`src/rtl/core/dvrt_pkg.sv`:
```
// ----------------------------------------------------------------------------
// dvrt_pkg
// Types, constants and codes shared by the route table modules.
// ----------------------------------------------------------------------------
package dvrt_pkg;

    localparam int TABLE_DEPTH  = 64;
    localparam int ADDR_W       = $clog2(TABLE_DEPTH);
    localparam int CNT_W        = ADDR_W + 1;
    localparam int NODE_ID_BITS = 8;
    localparam int COST_BITS    = 16;
    localparam int SEQ_W        = 32;
    localparam int CFG_W        = 32;

    localparam logic [COST_BITS-1:0] COST_INF = {COST_BITS{1'b1}};

    localparam logic [1:0] FUNC_ADV   = 2'd0;
    localparam logic [1:0] FUNC_BREAK = 2'd1;
    localparam logic [1:0] FUNC_LOOK  = 2'd2;

    localparam logic [2:0] ACT_NONE    = 3'd0;
    localparam logic [2:0] ACT_REFRESH = 3'd1;
    localparam logic [2:0] ACT_REPLACE = 3'd2;
    localparam logic [2:0] ACT_INSERT  = 3'd3;
    localparam logic [2:0] ACT_FULL    = 3'd4;
    localparam logic [2:0] ACT_OWN_ODD = 3'd5;
    localparam logic [2:0] ACT_BROKEN  = 3'd6;

    localparam logic CFG_SELF_ID  = 1'b0;
    localparam logic CFG_SELF_SEQ = 1'b1;

    typedef struct packed {
        logic [1:0]              func;
        logic [NODE_ID_BITS-1:0] dest_id;
        logic [COST_BITS-1:0]    adv_cost;
        logic [SEQ_W-1:0]        adv_seq;
        logic [COST_BITS-1:0]    link_cost;
        logic                    first_row;
    } t_req;

    typedef struct packed {
        logic                    found;
        logic [NODE_ID_BITS-1:0] next_hop;
        logic [COST_BITS-1:0]    route_cost;
        logic [2:0]              action;
        logic                    broken_link;
    } t_rsp;

    typedef struct packed {
        logic [NODE_ID_BITS-1:0] dest;
        logic [NODE_ID_BITS-1:0] next;
        logic [COST_BITS-1:0]    cost;
        logic [SEQ_W-1:0]        seq;
    } t_entry;

    localparam int ENTRY_W = $bits(t_entry);

    typedef struct packed {
        logic                    we;
        logic [ADDR_W-1:0]       waddr;
        t_entry                  wdata;
        logic                    count_inc;
        logic                    nb_we;
        logic [NODE_ID_BITS-1:0] nb;
        logic                    newer;
    } t_upd;

endpackage

```
`src/rtl/core/dvrt_ram.sv`:
```
// ----------------------------------------------------------------------------
// dvrt_ram
// Generic single-write, single-read RAM with a registered read port.
// ----------------------------------------------------------------------------
module dvrt_ram #(
    parameter int WIDTH = 8,
    parameter int DEPTH = 16
) (
    input  logic                     i_clk,
    input  logic                     i_we,
    input  logic [$clog2(DEPTH)-1:0] i_waddr,
    input  logic [WIDTH-1:0]         i_wdata,
    input  logic [$clog2(DEPTH)-1:0] i_raddr,
    output logic [WIDTH-1:0]         o_rdata
);

    logic [WIDTH-1:0] r_mem [DEPTH];

    always_ff @(posedge i_clk) begin
        if (i_we) begin
            r_mem[i_waddr] <= i_wdata;
        end
        o_rdata <= r_mem[i_raddr];
    end

endmodule

```
`src/rtl/core/dvrt_update.sv`:
```
// ----------------------------------------------------------------------------
// dvrt_update
// Decides the table write and the result of one request after the scan.
// ----------------------------------------------------------------------------
module dvrt_update import dvrt_pkg::*; (
    input  t_req                    i_req,
    input  logic [NODE_ID_BITS-1:0] i_self_id,
    input  logic [SEQ_W-1:0]        i_self_seq,
    input  logic                    i_hit,
    input  logic [ADDR_W-1:0]       i_hit_idx,
    input  t_entry                  i_hit_data,
    input  logic                    i_brk,
    input  logic [CNT_W-1:0]        i_count,
    input  logic [NODE_ID_BITS-1:0] i_cur_nb,
    input  logic                    i_newer,
    output t_upd                    o_upd,
    output t_rsp                    o_rsp
);

    logic                 is_self;
    logic                 hit_ok;
    logic [COST_BITS:0]   raw_sum;
    logic [COST_BITS-1:0] sum;
    logic                 room;
    t_entry               d;

    assign is_self = (i_req.dest_id == i_self_id);
    assign hit_ok  = i_hit && !is_self;
    assign raw_sum = {1'b0, i_req.adv_cost} + {1'b0, i_req.link_cost};
    assign sum     = (i_req.adv_cost == COST_INF || raw_sum >= {1'b0, COST_INF})
                     ? COST_INF : raw_sum[COST_BITS-1:0];
    assign room    = (i_count < CNT_W'(TABLE_DEPTH));

    always_comb begin
        o_upd             = '0;
        o_upd.waddr       = i_hit_idx;
        o_upd.nb          = i_req.first_row ? i_req.dest_id : i_cur_nb;
        o_upd.newer       = i_newer;
        o_rsp             = '0;
        o_rsp.route_cost  = COST_INF;
        o_rsp.action      = ACT_NONE;
        d                 = i_hit_data;
        o_upd.wdata       = d;
        case (i_req.func)
            FUNC_ADV: begin
                o_rsp.found = is_self || hit_ok;
                o_upd.nb_we = i_req.first_row;
                if (i_req.first_row) begin
                    if (is_self) begin
                        o_upd.newer = i_req.adv_seq > i_self_seq;
                    end else if (hit_ok) begin
                        o_upd.newer = i_req.adv_seq > i_hit_data.seq;
                    end else begin
                        o_upd.newer = 1'b1;
                    end
                end
                if (is_self) begin
                    if (i_req.adv_seq[0]) begin
                        o_rsp.action      = ACT_OWN_ODD;
                        o_rsp.broken_link = 1'b1;
                    end
                    o_rsp.next_hop   = i_self_id;
                    o_rsp.route_cost = '0;
                end else if (hit_ok) begin
                    if (d.next == o_upd.nb && o_upd.newer) begin
                        d.cost       = sum;
                        o_rsp.action = ACT_REFRESH;
                    end else if (i_req.adv_seq > d.seq) begin
                        if ((d.cost == COST_INF) != (i_req.adv_cost == COST_INF)
                            || i_req.adv_cost == COST_INF) begin
                            o_rsp.broken_link = 1'b1;
                        end
                        d.next       = o_upd.nb;
                        d.cost       = sum;
                        d.seq        = i_req.adv_seq;
                        o_rsp.action = ACT_REPLACE;
                    end else if (i_req.adv_seq == d.seq && d.cost >= sum) begin
                        d.next       = o_upd.nb;
                        d.cost       = sum;
                        o_rsp.action = ACT_REPLACE;
                    end
                    o_upd.we         = (o_rsp.action != ACT_NONE);
                    o_upd.wdata      = d;
                    o_rsp.next_hop   = d.next;
                    o_rsp.route_cost = d.cost;
                end else if (room) begin
                    // A first row from an unknown neighbour lands here too:
                    // its own route is then next hop itself at the summed cost.
                    d.dest           = i_req.dest_id;
                    d.next           = o_upd.nb;
                    d.cost           = sum;
                    d.seq            = i_req.adv_seq;
                    o_upd.we         = 1'b1;
                    o_upd.waddr      = i_count[ADDR_W-1:0];
                    o_upd.wdata      = d;
                    o_upd.count_inc  = 1'b1;
                    o_rsp.action     = ACT_INSERT;
                    o_rsp.next_hop   = d.next;
                    o_rsp.route_cost = d.cost;
                end else begin
                    o_rsp.action = ACT_FULL;
                end
            end
            FUNC_BREAK, FUNC_LOOK: begin
                o_rsp.found = is_self || hit_ok;
                if (i_req.func == FUNC_BREAK && i_brk) begin
                    o_rsp.action      = ACT_BROKEN;
                    o_rsp.broken_link = 1'b1;
                end
                if (is_self) begin
                    o_rsp.next_hop   = i_self_id;
                    o_rsp.route_cost = '0;
                end else if (hit_ok) begin
                    o_rsp.next_hop   = i_hit_data.next;
                    o_rsp.route_cost = i_hit_data.cost;
                end
            end
            default: begin
            end
        endcase
    end

endmodule

```
`src/rtl/core/distance_vector_route_table.sv`:
```
// ----------------------------------------------------------------------------
// distance_vector_route_table
// Distance-vector route table with a fixed self entry, held in one RAM.
// ----------------------------------------------------------------------------
// Operation: after the start edge the scan reads entries 1 .. entry_count-1
// from the RAM, waits for the last registered read, closes the scan and
// evaluates in ST_EVAL, from which the o_valid strobe is registered. busy
// drops in the strobe cycle; a new request is taken only after that result.
// Reset is synchronous and active low; it clears the control state and the
// neighbour state and sets the entry count back to one. Results cannot be stalled.
// ----------------------------------------------------------------------------
module distance_vector_route_table import dvrt_pkg::*; (
    input  logic             i_clk,
    input  logic             i_rst_n,
    input  logic             start,
    output logic             busy,
    input  t_req             i_req,
    output logic             o_valid,
    output t_rsp             o_rsp,
    input  logic             i_cfg_we,
    input  logic             i_cfg_idx,
    input  logic [CFG_W-1:0] i_cfg_data
);

    localparam logic [1:0] ST_IDLE = 2'd0;
    localparam logic [1:0] ST_SCAN = 2'd1;
    localparam logic [1:0] ST_EVAL = 2'd2;

    logic [1:0]              r_state;
    t_req                    r_req;
    logic [NODE_ID_BITS-1:0] r_self_id;
    logic [SEQ_W-1:0]        r_self_seq;
    logic [CNT_W-1:0]        r_count;
    logic [NODE_ID_BITS-1:0] r_cur_nb;
    logic                    r_newer;
    logic [CNT_W-1:0]        r_addr;
    logic                    r_pend;
    logic [ADDR_W-1:0]       r_pidx;
    logic                    r_hit;
    logic [ADDR_W-1:0]       r_hidx;
    t_entry                  r_hdata;
    logic                    r_brk;
    logic                    r_valid;
    t_rsp                    r_rsp;

    logic   issue;
    logic   brk_match;
    t_entry rdata;
    t_entry mdata;
    t_upd   upd;
    t_rsp   rsp;
    logic   we;
    logic [ADDR_W-1:0] waddr;
    t_entry wdata;
    logic [ENTRY_W-1:0] rdata_raw;

    assign busy    = (r_state != ST_IDLE);
    assign o_valid = r_valid;
    assign o_rsp   = r_rsp;

    // Entries 1 .. count-1 are read in turn; the self entry lives in registers.
    assign issue = (r_state == ST_SCAN) && (r_addr < r_count);
    assign rdata = rdata_raw;

    // During a link break every route through the broken hop is rewritten
    // when its registered read data comes back, while the next entry is being read.
    assign brk_match = r_pend && (r_req.func == FUNC_BREAK) && (rdata.next == r_req.dest_id);

    always_comb begin
        mdata = rdata;
        if (brk_match) begin
            mdata.cost = COST_INF;
            mdata.seq  = rdata.seq + SEQ_W'(1);
        end
    end

    always_comb begin
        if (r_state == ST_EVAL) begin
            we    = upd.we;
            waddr = upd.waddr;
            wdata = upd.wdata;
        end else begin
            we    = brk_match;
            waddr = r_pidx;
            wdata = mdata;
        end
    end

    dvrt_ram #(
        .WIDTH (ENTRY_W),
        .DEPTH (TABLE_DEPTH)
    ) u_ram (
        .i_clk   (i_clk),
        .i_we    (we),
        .i_waddr (waddr),
        .i_wdata (wdata),
        .i_raddr (r_addr[ADDR_W-1:0]),
        .o_rdata (rdata_raw)
    );

    dvrt_update u_update (
        .i_req      (r_req),
        .i_self_id  (r_self_id),
        .i_self_seq (r_self_seq),
        .i_hit      (r_hit),
        .i_hit_idx  (r_hidx),
        .i_hit_data (r_hdata),
        .i_brk      (r_brk),
        .i_count    (r_count),
        .i_cur_nb   (r_cur_nb),
        .i_newer    (r_newer),
        .o_upd      (upd),
        .o_rsp      (rsp)
    );

    always_ff @(posedge i_clk) begin
        if (!i_rst_n) begin
            r_state    <= ST_IDLE;
            r_self_id  <= '0;
            r_self_seq <= '0;
            r_count    <= CNT_W'(1);
            r_cur_nb   <= '0;
            r_newer    <= 1'b0;
            r_pend     <= 1'b0;
            r_valid    <= 1'b0;
            r_hit      <= 1'b0;
            r_brk      <= 1'b0;
            r_addr     <= CNT_W'(1);
        end else begin
            r_valid <= 1'b0;
            if (i_cfg_we) begin
                unique case (i_cfg_idx)
                    CFG_SELF_ID:  r_self_id  <= i_cfg_data[NODE_ID_BITS-1:0];
                    CFG_SELF_SEQ: r_self_seq <= i_cfg_data[SEQ_W-1:0];
                    default: begin
                    end
                endcase
            end
            r_pend <= issue;
            unique case (r_state)
                ST_IDLE: begin
                    if (start) begin
                        r_state <= ST_SCAN;
                        r_addr  <= CNT_W'(1);
                        r_hit   <= 1'b0;
                        r_brk   <= 1'b0;
                    end
                end
                ST_SCAN: begin
                    if (issue) begin
                        r_addr <= r_addr + CNT_W'(1);
                    end
                    if (brk_match) begin
                        r_brk <= 1'b1;
                    end
                    if (r_pend && !r_hit && rdata.dest == r_req.dest_id) begin
                        r_hit <= 1'b1;
                    end
                    if (!issue && !r_pend) begin
                        r_state <= ST_EVAL;
                    end
                end
                ST_EVAL: begin
                    r_state <= ST_IDLE;
                    r_valid <= 1'b1;
                    if (upd.count_inc) begin
                        r_count <= r_count + CNT_W'(1);
                    end
                    if (upd.nb_we) begin
                        r_cur_nb <= upd.nb;
                        r_newer  <= upd.newer;
                    end
                end
                default: begin
                    r_state <= ST_IDLE;
                end
            endcase
        end
    end

    // Payload registers.
    always_ff @(posedge i_clk) begin
        if (r_state == ST_IDLE && start) begin
            r_req <= i_req;
        end
        r_pidx <= r_addr[ADDR_W-1:0];
        if (r_state == ST_SCAN && r_pend && !r_hit && rdata.dest == r_req.dest_id) begin
            r_hidx  <= r_pidx;
            r_hdata <= mdata;
        end
        if (r_state == ST_EVAL) begin
            r_rsp <= rsp;
        end
    end

endmodule

```
`config.mk`:
```
export PLATFORM = sky130hd
export DESIGN_NAME = distance_vector_route_table
export DESIGN_NICKNAME = d
export VERILOG_FILES = /design/src/rtl/core/dvrt_pkg.sv /design/src/rtl/core/dvrt_ram.sv /design/src/rtl/core/dvrt_update.sv /design/src/rtl/core/distance_vector_route_table.sv
export SDC_FILE = /design/constraint.sdc
export NUM_CORES = 2
export LEC_CHECK = 0
export BUFFER_PORTS_ARGS = -buffer_cell sky130_fd_sc_hd__buf_2
export CAP_MARGIN = 0
export CELL_PAD_IN_SITES_DETAIL_PLACEMENT = 1
export CELL_PAD_IN_SITES_GLOBAL_PLACEMENT = 1
export CORE_ASPECT_RATIO = 0.5
export CORE_MARGIN = 2
export CORE_UTILIZATION = 53
export CTS_CLUSTER_DIAMETER = 50
export DETAILED_ROUTE_END_ITERATION = 12
export MAX_ROUTING_LAYER = met4
export PLACE_DENSITY_LB_ADDON = 0.1
export SETUP_SLACK_MARGIN = 0.15
export SLEW_MARGIN = 0
export SYNTH_ARGS = -nofsm -noshare
export SYNTH_HDL_FRONTEND = slang
export SYNTH_SLANG_ARGS = --single-unit
```
`constraint.sdc`:
```
create_clock -name i_clk -period 10.5 [get_ports i_clk]
set_input_delay 3.15 -clock i_clk [delete_from_list [all_inputs] [get_ports i_clk]]
set_output_delay 3.15 -clock i_clk [all_outputs]
set_load 0.01 [all_outputs]
```
Yosys cells after proc, flatten, opt, wreduce, memory -nomap -nowiden
Memory sizes are Yosys's and may differ from the RTL's. A register that Yosys moved wholly into a read port is not among the register bits.
Cells that the tools add are included.
{ "totals": {"regBits": 249, "ramBits": 4096, "input_bits": 112, "output_inout_bits": 31, "word_cells": 149, "memories": 1} }
{ "mem_list": {"columns": ["memory", "depth", "width", "rd", "rd_clocked_by_memory_dff", "wr", "line", "text"], "rows": [
  ["u_ram.r_mem", 64, 64, 1, 1, 1, "dvrt_ram.sv:17", "logic [WIDTH-1:0] r_mem [DEPTH];"]
]} }
{ "classes": {"addsub": 4, "magnitude_cmp": 6, "eq_ne": 17, "muxes": 56, "n_bitwise": 1, "reduce_logical": 36} }
{ "ops": {"columns": ["op", "count"], "rows": [
  ["72-bit 2-to-1 mux", 2],
  ["64-bit 2-to-1 mux", 2],
  ["24-bit 2-to-1 mux", 5],
  ["73-bit 2-to-1 mux", 1],
  ["32-bit > comparator", 2],
  ["32-bit 2-to-1 mux", 2],
  ["29-bit case mux with 2 select lines", 1],
  ["48-bit 2-to-1 mux", 1],
  ["32-bit by 1-bit adder with 32-bit output, second input constant", 1],
  ["16-bit == test, second input constant", 2],
  ["32-bit == test", 1],
  ["8-bit == test", 4],
  ["16-bit 2-to-1 mux", 2],
  ["28-bit 2-to-1 mux", 1],
  ["27-bit 2-to-1 mux", 1],
  ["3-bit 2-to-1 mux", 6],
  ["16-bit by 16-bit adder with 17-bit output", 1],
  ["17-bit by 16-bit greater-or-equal comparator with 1-bit output, second input constant", 1],
  ["1-bit 2-to-1 mux", 17],
  ["16-bit greater-or-equal comparator", 1],
  ["8-bit 2-to-1 mux", 2],
  ["7-bit by 1-bit adder with 7-bit output, second input constant", 2],
  ["1-bit logical AND", 14],
  ["7-bit 2-to-1 mux", 2],
  ["22 further kinds", 46]
]} }

Depth between registers and ports, before layout
{ "logic_depth": {"depth_word": 19, "depth_mapped": 23, "mapped_depth_nobuf": 21} }

Modules after synthesis
From an unflattened synthesis, not the netlist that was laid out.
{ "hier_totals": {"hier_cells": 8233, "area_unflattened_um2": 171589.6} }
{ "by_module_without_submodules": {"columns": ["mod", "n_inst", "cells_each", "area_per_inst_um2", "seq_area_each_um2"], "rows": [
  ["dvrt_ram", 1, 6598, 156334.9, 124279.2],
  ["distance_vector_route_table", 1, 855, 10138.5, 6726.5],
  ["dvrt_update", 1, 780, 5116.2, 0.0]
]} }

Worst setup path after synthesis
OpenSTA, ideal clock, no wires.
{ "synth_path": {"path_type": "register to register", "startpoint": "register r_req[69] in the netlist's numbering", "endpoint": "register r_hdata[0] in the netlist's numbering (enable)", "setup_ps": 674, "t_arrival_ps": 7606, "t_required_ps": 9826, "slack_ps": 2219, "stages_incl_launch_ff": 5, "n_path_buf": 1, "period_less_slack_ps": 8281, "cell_sequence": "edfxtp_1 buf_2 xnor2_1 nand3_1 nor4_1"} }
{ "synth_between": {"elab_chain_len": 2} }
{ "synth_lines": {"columns": ["item", "line", "text"], "rows": [
  ["start: declaration", "distance_vector_route_table.sv:30", "t_req r_req;"],
  ["start signal: assignment", "distance_vector_route_table.sv:184", "r_req <= i_req;"],
  ["8-bit == test", "distance_vector_route_table.sv:187", "if (r_state == ST_SCAN && r_pend && !r_hit && rdata.dest == r_req.dest_id) begin"],
  ["1-bit logical AND", "distance_vector_route_table.sv:187", null],
  ["end signal: assignment", "distance_vector_route_table.sv:189", "r_hdata <= mdata;"],
  ["end: declaration", "distance_vector_route_table.sv:41", "t_entry r_hdata;"]
]} }
No other way between the ends.
A chain may end at the register's enable or synchronous reset.

Final worst setup path
{ "layout_path": {"startpoint": "register r_req[57] in the netlist's numbering", "endpoint": "memory u_ram.r_mem[24][39] in the netlist's numbering (enable)"} }
{ "layout_between": {"elab_chain_len": 19, "elab_cells_between_ends": 20, "cone_classes": "add/sub: 1; order compare: 2; eq/ne: 1; mux: 13; reduce/logical: 3"} }
{ "layout_lines": {"columns": ["item", "line", "text"], "rows": [
  ["16-bit by 16-bit adder with 17-bit output", "dvrt_update.sv:29", "assign raw_sum = {1'b0, i_req.adv_cost} + {1'b0, i_req.link_cost};"],
  ["17-bit by 16-bit greater-or-equal comparator with 1-bit output", "dvrt_update.sv:30", "assign sum = (i_req.adv_cost == COST_INF || raw_sum >= {1'b0, COST_INF})"],
  ["1-bit logical OR", "dvrt_update.sv:30", null],
  ["16-bit 2-to-1 mux *", "dvrt_update.sv:31", "? COST_INF : raw_sum[COST_BITS-1:0];"],
  ["16-bit greater-or-equal comparator *", "dvrt_update.sv:77", "end else if (i_req.adv_seq == d.seq && d.cost >= sum) begin"],
  ["1-bit logical AND *", "dvrt_update.sv:77", null],
  ["2-bit 2-to-1 mux *", "dvrt_update.sv:77", null],
  ["3-bit 2-to-1 mux *", "dvrt_update.sv:68", "end else if (i_req.adv_seq > d.seq) begin"],
  ["[... 3 more ...]", null, null],
  ["3-bit 2-to-1 mux *", "dvrt_update.sv:44", "case (i_req.func)"],
  ["3-bit nonzero test *", "dvrt_update.sv:82", "o_upd.we = (o_rsp.action != ACT_NONE);"],
  ["1-bit 2-to-1 mux *", "dvrt_update.sv:64", "end else if (hit_ok) begin"],
  ["72-bit 2-to-1 mux *", "dvrt_update.sv:57", "if (is_self) begin"],
  ["73-bit 2-to-1 mux *", "dvrt_update.sv:44", null],
  ["1-bit 2-to-1 mux *", "distance_vector_route_table.sv:78", "if (r_state == ST_EVAL) begin"],
  ["1-bit 2-to-1 mux *", "dvrt_ram.sv:20", "if (i_we) begin"],
  ["1-bit 2-to-1 mux (not written as such) *", "dvrt_ram.sv:21", "r_mem[i_waddr] <= i_wdata;"],
  ["end: declaration", "dvrt_ram.sv:17", null]
]} }
Every way passes the cells marked *; elsewhere a longest branch is shown, timed or not. The select of a mux whose other input is x is not followed.

==> flow_metrics.tcl <==
set metrics [dict create \
    netlist_area_um2 172000 \
    io_pins 143 \
    pre_cts_ws_ns 2.09 \
    utilization_pct 60.1 \
    r2r_setup_slack_ns 2.11 \
    placed_area_um2 181000 \
    grt_max_degree 136 \
    multi_input_area_um2 39900 \
    detailed_place_hpwl_um 314000 \
    cpMostUsedCell "nand3_1" \
    area_growth_pct 12.6 \
    status "finished clean" \
    vdd_drop_max_uv 127 \
    maxCapViolCount 0 \
    ys_ff_latch 4409 \
    slowest_delay_ns 1.04 \
    power.density_nw_per_um2 182 \
    rsz0062_at_grt "no" \
    cp_top_family "compound AO/OA/AOI/OAI gates" \
    drt_first_pass_iters 7 \
    chipWidth_um 809 \
    fp-row-count 147 \
    netlist_instances 7470 \
    cp.depth 20 \
    seq_area_um2 131000 \
    ys_warn_count 0 \
    root_buffer "clkbuf_16" \
    drt-total-wl_um 505000 \
    antenna_found_initial 43 \
    cts.hold.buffers_added 0 \
    synth_edf_count 4270 \
    synthFlopType "edfxtp_1" \
    cts.htree.levels 5 \
    fin_nets 8146 \
    viasPerCell 6.72 \
    drive_gt1_share_pct 30.8 \
    startpoint_type "flip-flop" \
    max_clock_freq_mhz 119 \
    initial_utilization_pct 53.4 \
    setup-violations-final 0 \
    cp-startpoint "r_req[57]" \
    grt_pass1_vias 84500 \
    num_vias 84700 \
    dieArea_um2 329000 \
    finalMaxSlewViolations 0 \
    cp_slowest_cell "a211oi_4" \
    ys_types 82 \
    regToRegStartpoint "r_req[57]" \
    postCtsResizedCells 0 \
    drc 0 \
    cp_num_buf_inv 2 \
    crit_end "u_ram.r_mem[24][39]" \
    worstMarginPinSlew_ns 1.33 \
    critPathKind "flip-flop to flip-flop" \
    io_buffers 142 \
    finalSetupTns_ns 0 \
    clock_sinks 4409 \
    fp.dieH_um 406 \
    fin_area_um2 193000 \
    clk-insertion-delay-late_ns 0.97 \
    grt_overflow 0 \
    worstPathCellList "ha_1, a21o_1, a31oi_1, o211ai_1, o311ai_0, nand3_1, nor4_4, nor3_1, ha_1, a21o_1, nand3_1, a311oi_1, nand2b_1, nand3_1, o21a_1, buf_4, a211oi_4, o211ai_4, nor2_4, buf_4" \
    synthArstFlopShare_pct 0 \
    ys_seq_area_share_pct 76.4 \
    hold_class "flip-flop to flip-flop" \
    r2r-end "u_ram.r_mem[24][39]" \
    hold_violations 0 \
    p_leak_uw 0.0599 \
    endpoint_kind "flip-flop" \
    fillers 26000 \
    first_iter_violations 13100 \
    gp_congestion 0.875 \
    postRouteAntennaNets 0 \
    post_cts_buffers 0 \
    worstPathArrival_ns 9.01 \
    path_clk_slew_ns 0.07 \
    holdCritStartpoint "r_pidx[0]" \
    grt_pass1_wl_um 702000 \
    fin_ws_ns 2.11 \
    core_area_um2 322000 \
    period_needed_ns 8.39 \
    path_max_fanout 20 \
    relSlewSlack_pct 10.5 \
    syn_nets 7689 \
    cts_made_buffers 381 \
    fin_crit_sh_pct 79.9 \
    clockBufferDepth 4 \
    grtUsageTotal_pct 31.8 \
    cts_tree "done" \
    finalClockSkew_ns 0.0517 \
    avgSynthCellArea_um2 23.0 \
    cp.required_ns 11.12 \
    wl_per_cell_um 40.1 \
    reg2reg_depth 20 \
]
[Yosys cell counts (16+ instances only)]
| master | instances | area, um2 |
|---|---|---|
| mux2_2 | 18 | 203 |
| a21boi_0 | 44 | 330 |
| or2_2 | 21 | 131 |
| and3_1 | 18 | 113 |
| nand2b_1 | 28 | 175 |
| mux2i_1 | 83 | 831 |
| xnor2_1 | 43 | 377 |
| a21o_1 | 17 | 128 |
| nand4_1 | 42 | 263 |
| edfxtp_1 | 4270 | 128000 |
| dfxtp_1 | 139 | 2780 |
| nand3_1 | 40 | 200 |
| o21ai_0 | 89 | 445 |
| nor2_1 | 147 | 552 |
| a21oi_1 | 88 | 440 |
| and2_1 | 17 | 106 |
| nor2b_1 | 16 | 100 |
| clkbuf_1 | 249 | 935 |
| xor2_1 | 34 | 298 |
| buf_2 | 17 | 85.1 |
| mux4_2 | 1344 | 30300 |
| inv_1 | 103 | 387 |
| nor3_1 | 19 | 95.1 |
| o211ai_1 | 16 | 120 |
| ha_1 | 106 | 1330 |
| buf_1 | 100 | 375 |
| nand2_1 | 189 | 709 |
[cell usage in the layout (no fill, tap or decap), drive strengths merged, types with 6 or more instances in the layout]
| master | instances |
|---|---|
| bufinv | 33 |
| xnor2 | 43 |
| o211ai | 25 |
| edfxtp | 4270 |
| a211oi | 16 |
| ha | 106 |
| o21a | 13 |
| mux2i | 84 |
| and2 | 19 |
| mux4 | 1344 |
| nand3 | 40 |
| o31ai | 7 |
| a21oi | 92 |
| a31oi | 7 |
| nand2 | 189 |
| xor2 | 34 |
| o311ai | 6 |
| nand4 | 42 |
| or2 | 22 |
| clkbuf | 493 |
| inv | 115 |
| a21o | 17 |
| buf | 447 |
| o21ai | 102 |
| nor3 | 19 |
| clkinv | 141 |
| clkinvlp | 17 |
| nor2b | 16 |
| mux2 | 18 |
| nor4 | 15 |
| and3 | 18 |
| a21boi | 44 |
| dfxtp | 139 |
| nand2b | 28 |
| diode | 48 |
| nor2 | 149 |
[through the flow]
stage / std cells / hold WS, ns / power, uW
floorplan: 7470 / 0.353 / 20600
global route: 12600 / 0.454 / 36000
global placement: 11900 / 0.411 / 21300
finish: 12600 / 0.439 / 35200
CTS: 12600 / 0.439 / 35300
detailed placement: 11900 / 0.422 / 21300
[state kept, by name (all words and copies together) (netlist names)]
name           cells
r_pend             1
r_self_seq        32
r_self_id          8
r_addr             7
o_valid            1
r_pidx             6
u_ram.r_mem     4096
o_rsp             29
u_ram.o_rdata     64
r_state            2
r_req             75
r_hdata           64
r_hidx             6
r_cur_nb           8
r_brk              1
r_count            7
r_newer            1
r_hit              1
[worst min path at each step]
| stage | end | slack, ns | cells after the start |
|---|---|---|---|
| floorplan | r_pidx[2] | 0.35 | 0 |
| global placement | r_hidx[4] | 0.41 | 0 |
| detailed placement | r_hidx[4] | 0.42 | 0 |
| CTS | r_hidx[4] | 0.44 | 0 |
| global route | r_hidx[4] | 0.45 | 0 |
| finish | r_hidx[0] | 0.44 | 0 |
[routing by layer]
metal  share of wire, %  vias up  track usage, %
li1                   -    32700               -
met1                 41    46400            46.6
met2                 46     4951            46.9
met3                 10      594            6.08
met4                2.8        0            8.14
met5                  0        -               -
[power breakdown]
group,total (uW),internal [uW],leakage [uW],switching [uW]
logic,1470,429,0.0144,1040
clock network,14200,7710,0.00594,6530
registers,19500,19400,0.0396,66.0
[logic make-up after synthesis]
logic type	share of synthesized area [%]
buffers and inverters	1.08
and+or+nand+nor	1.64
AOI/OAI and AO/OA	1.48
adders and majority gates	0.791
DFF	76.4
xor gates and xnor gates	0.393
muxes	18.3
[layout make-up]
cell class / instances / share of cell area (%)
Tap cell: 4321 / 2.80
Clock buffer: 493 / 5.27
Antenna cell: 48 / 0.0622
Sequential cell: 4409 / 67.8
Timing Repair Buffer: 447 / 2.08
Inverter: 103 / 0.204
Multi-Input combinational cell: 2585 / 20.7
Clock inverter: 203 / 1.06
Power figures use the tool's default switching activity.
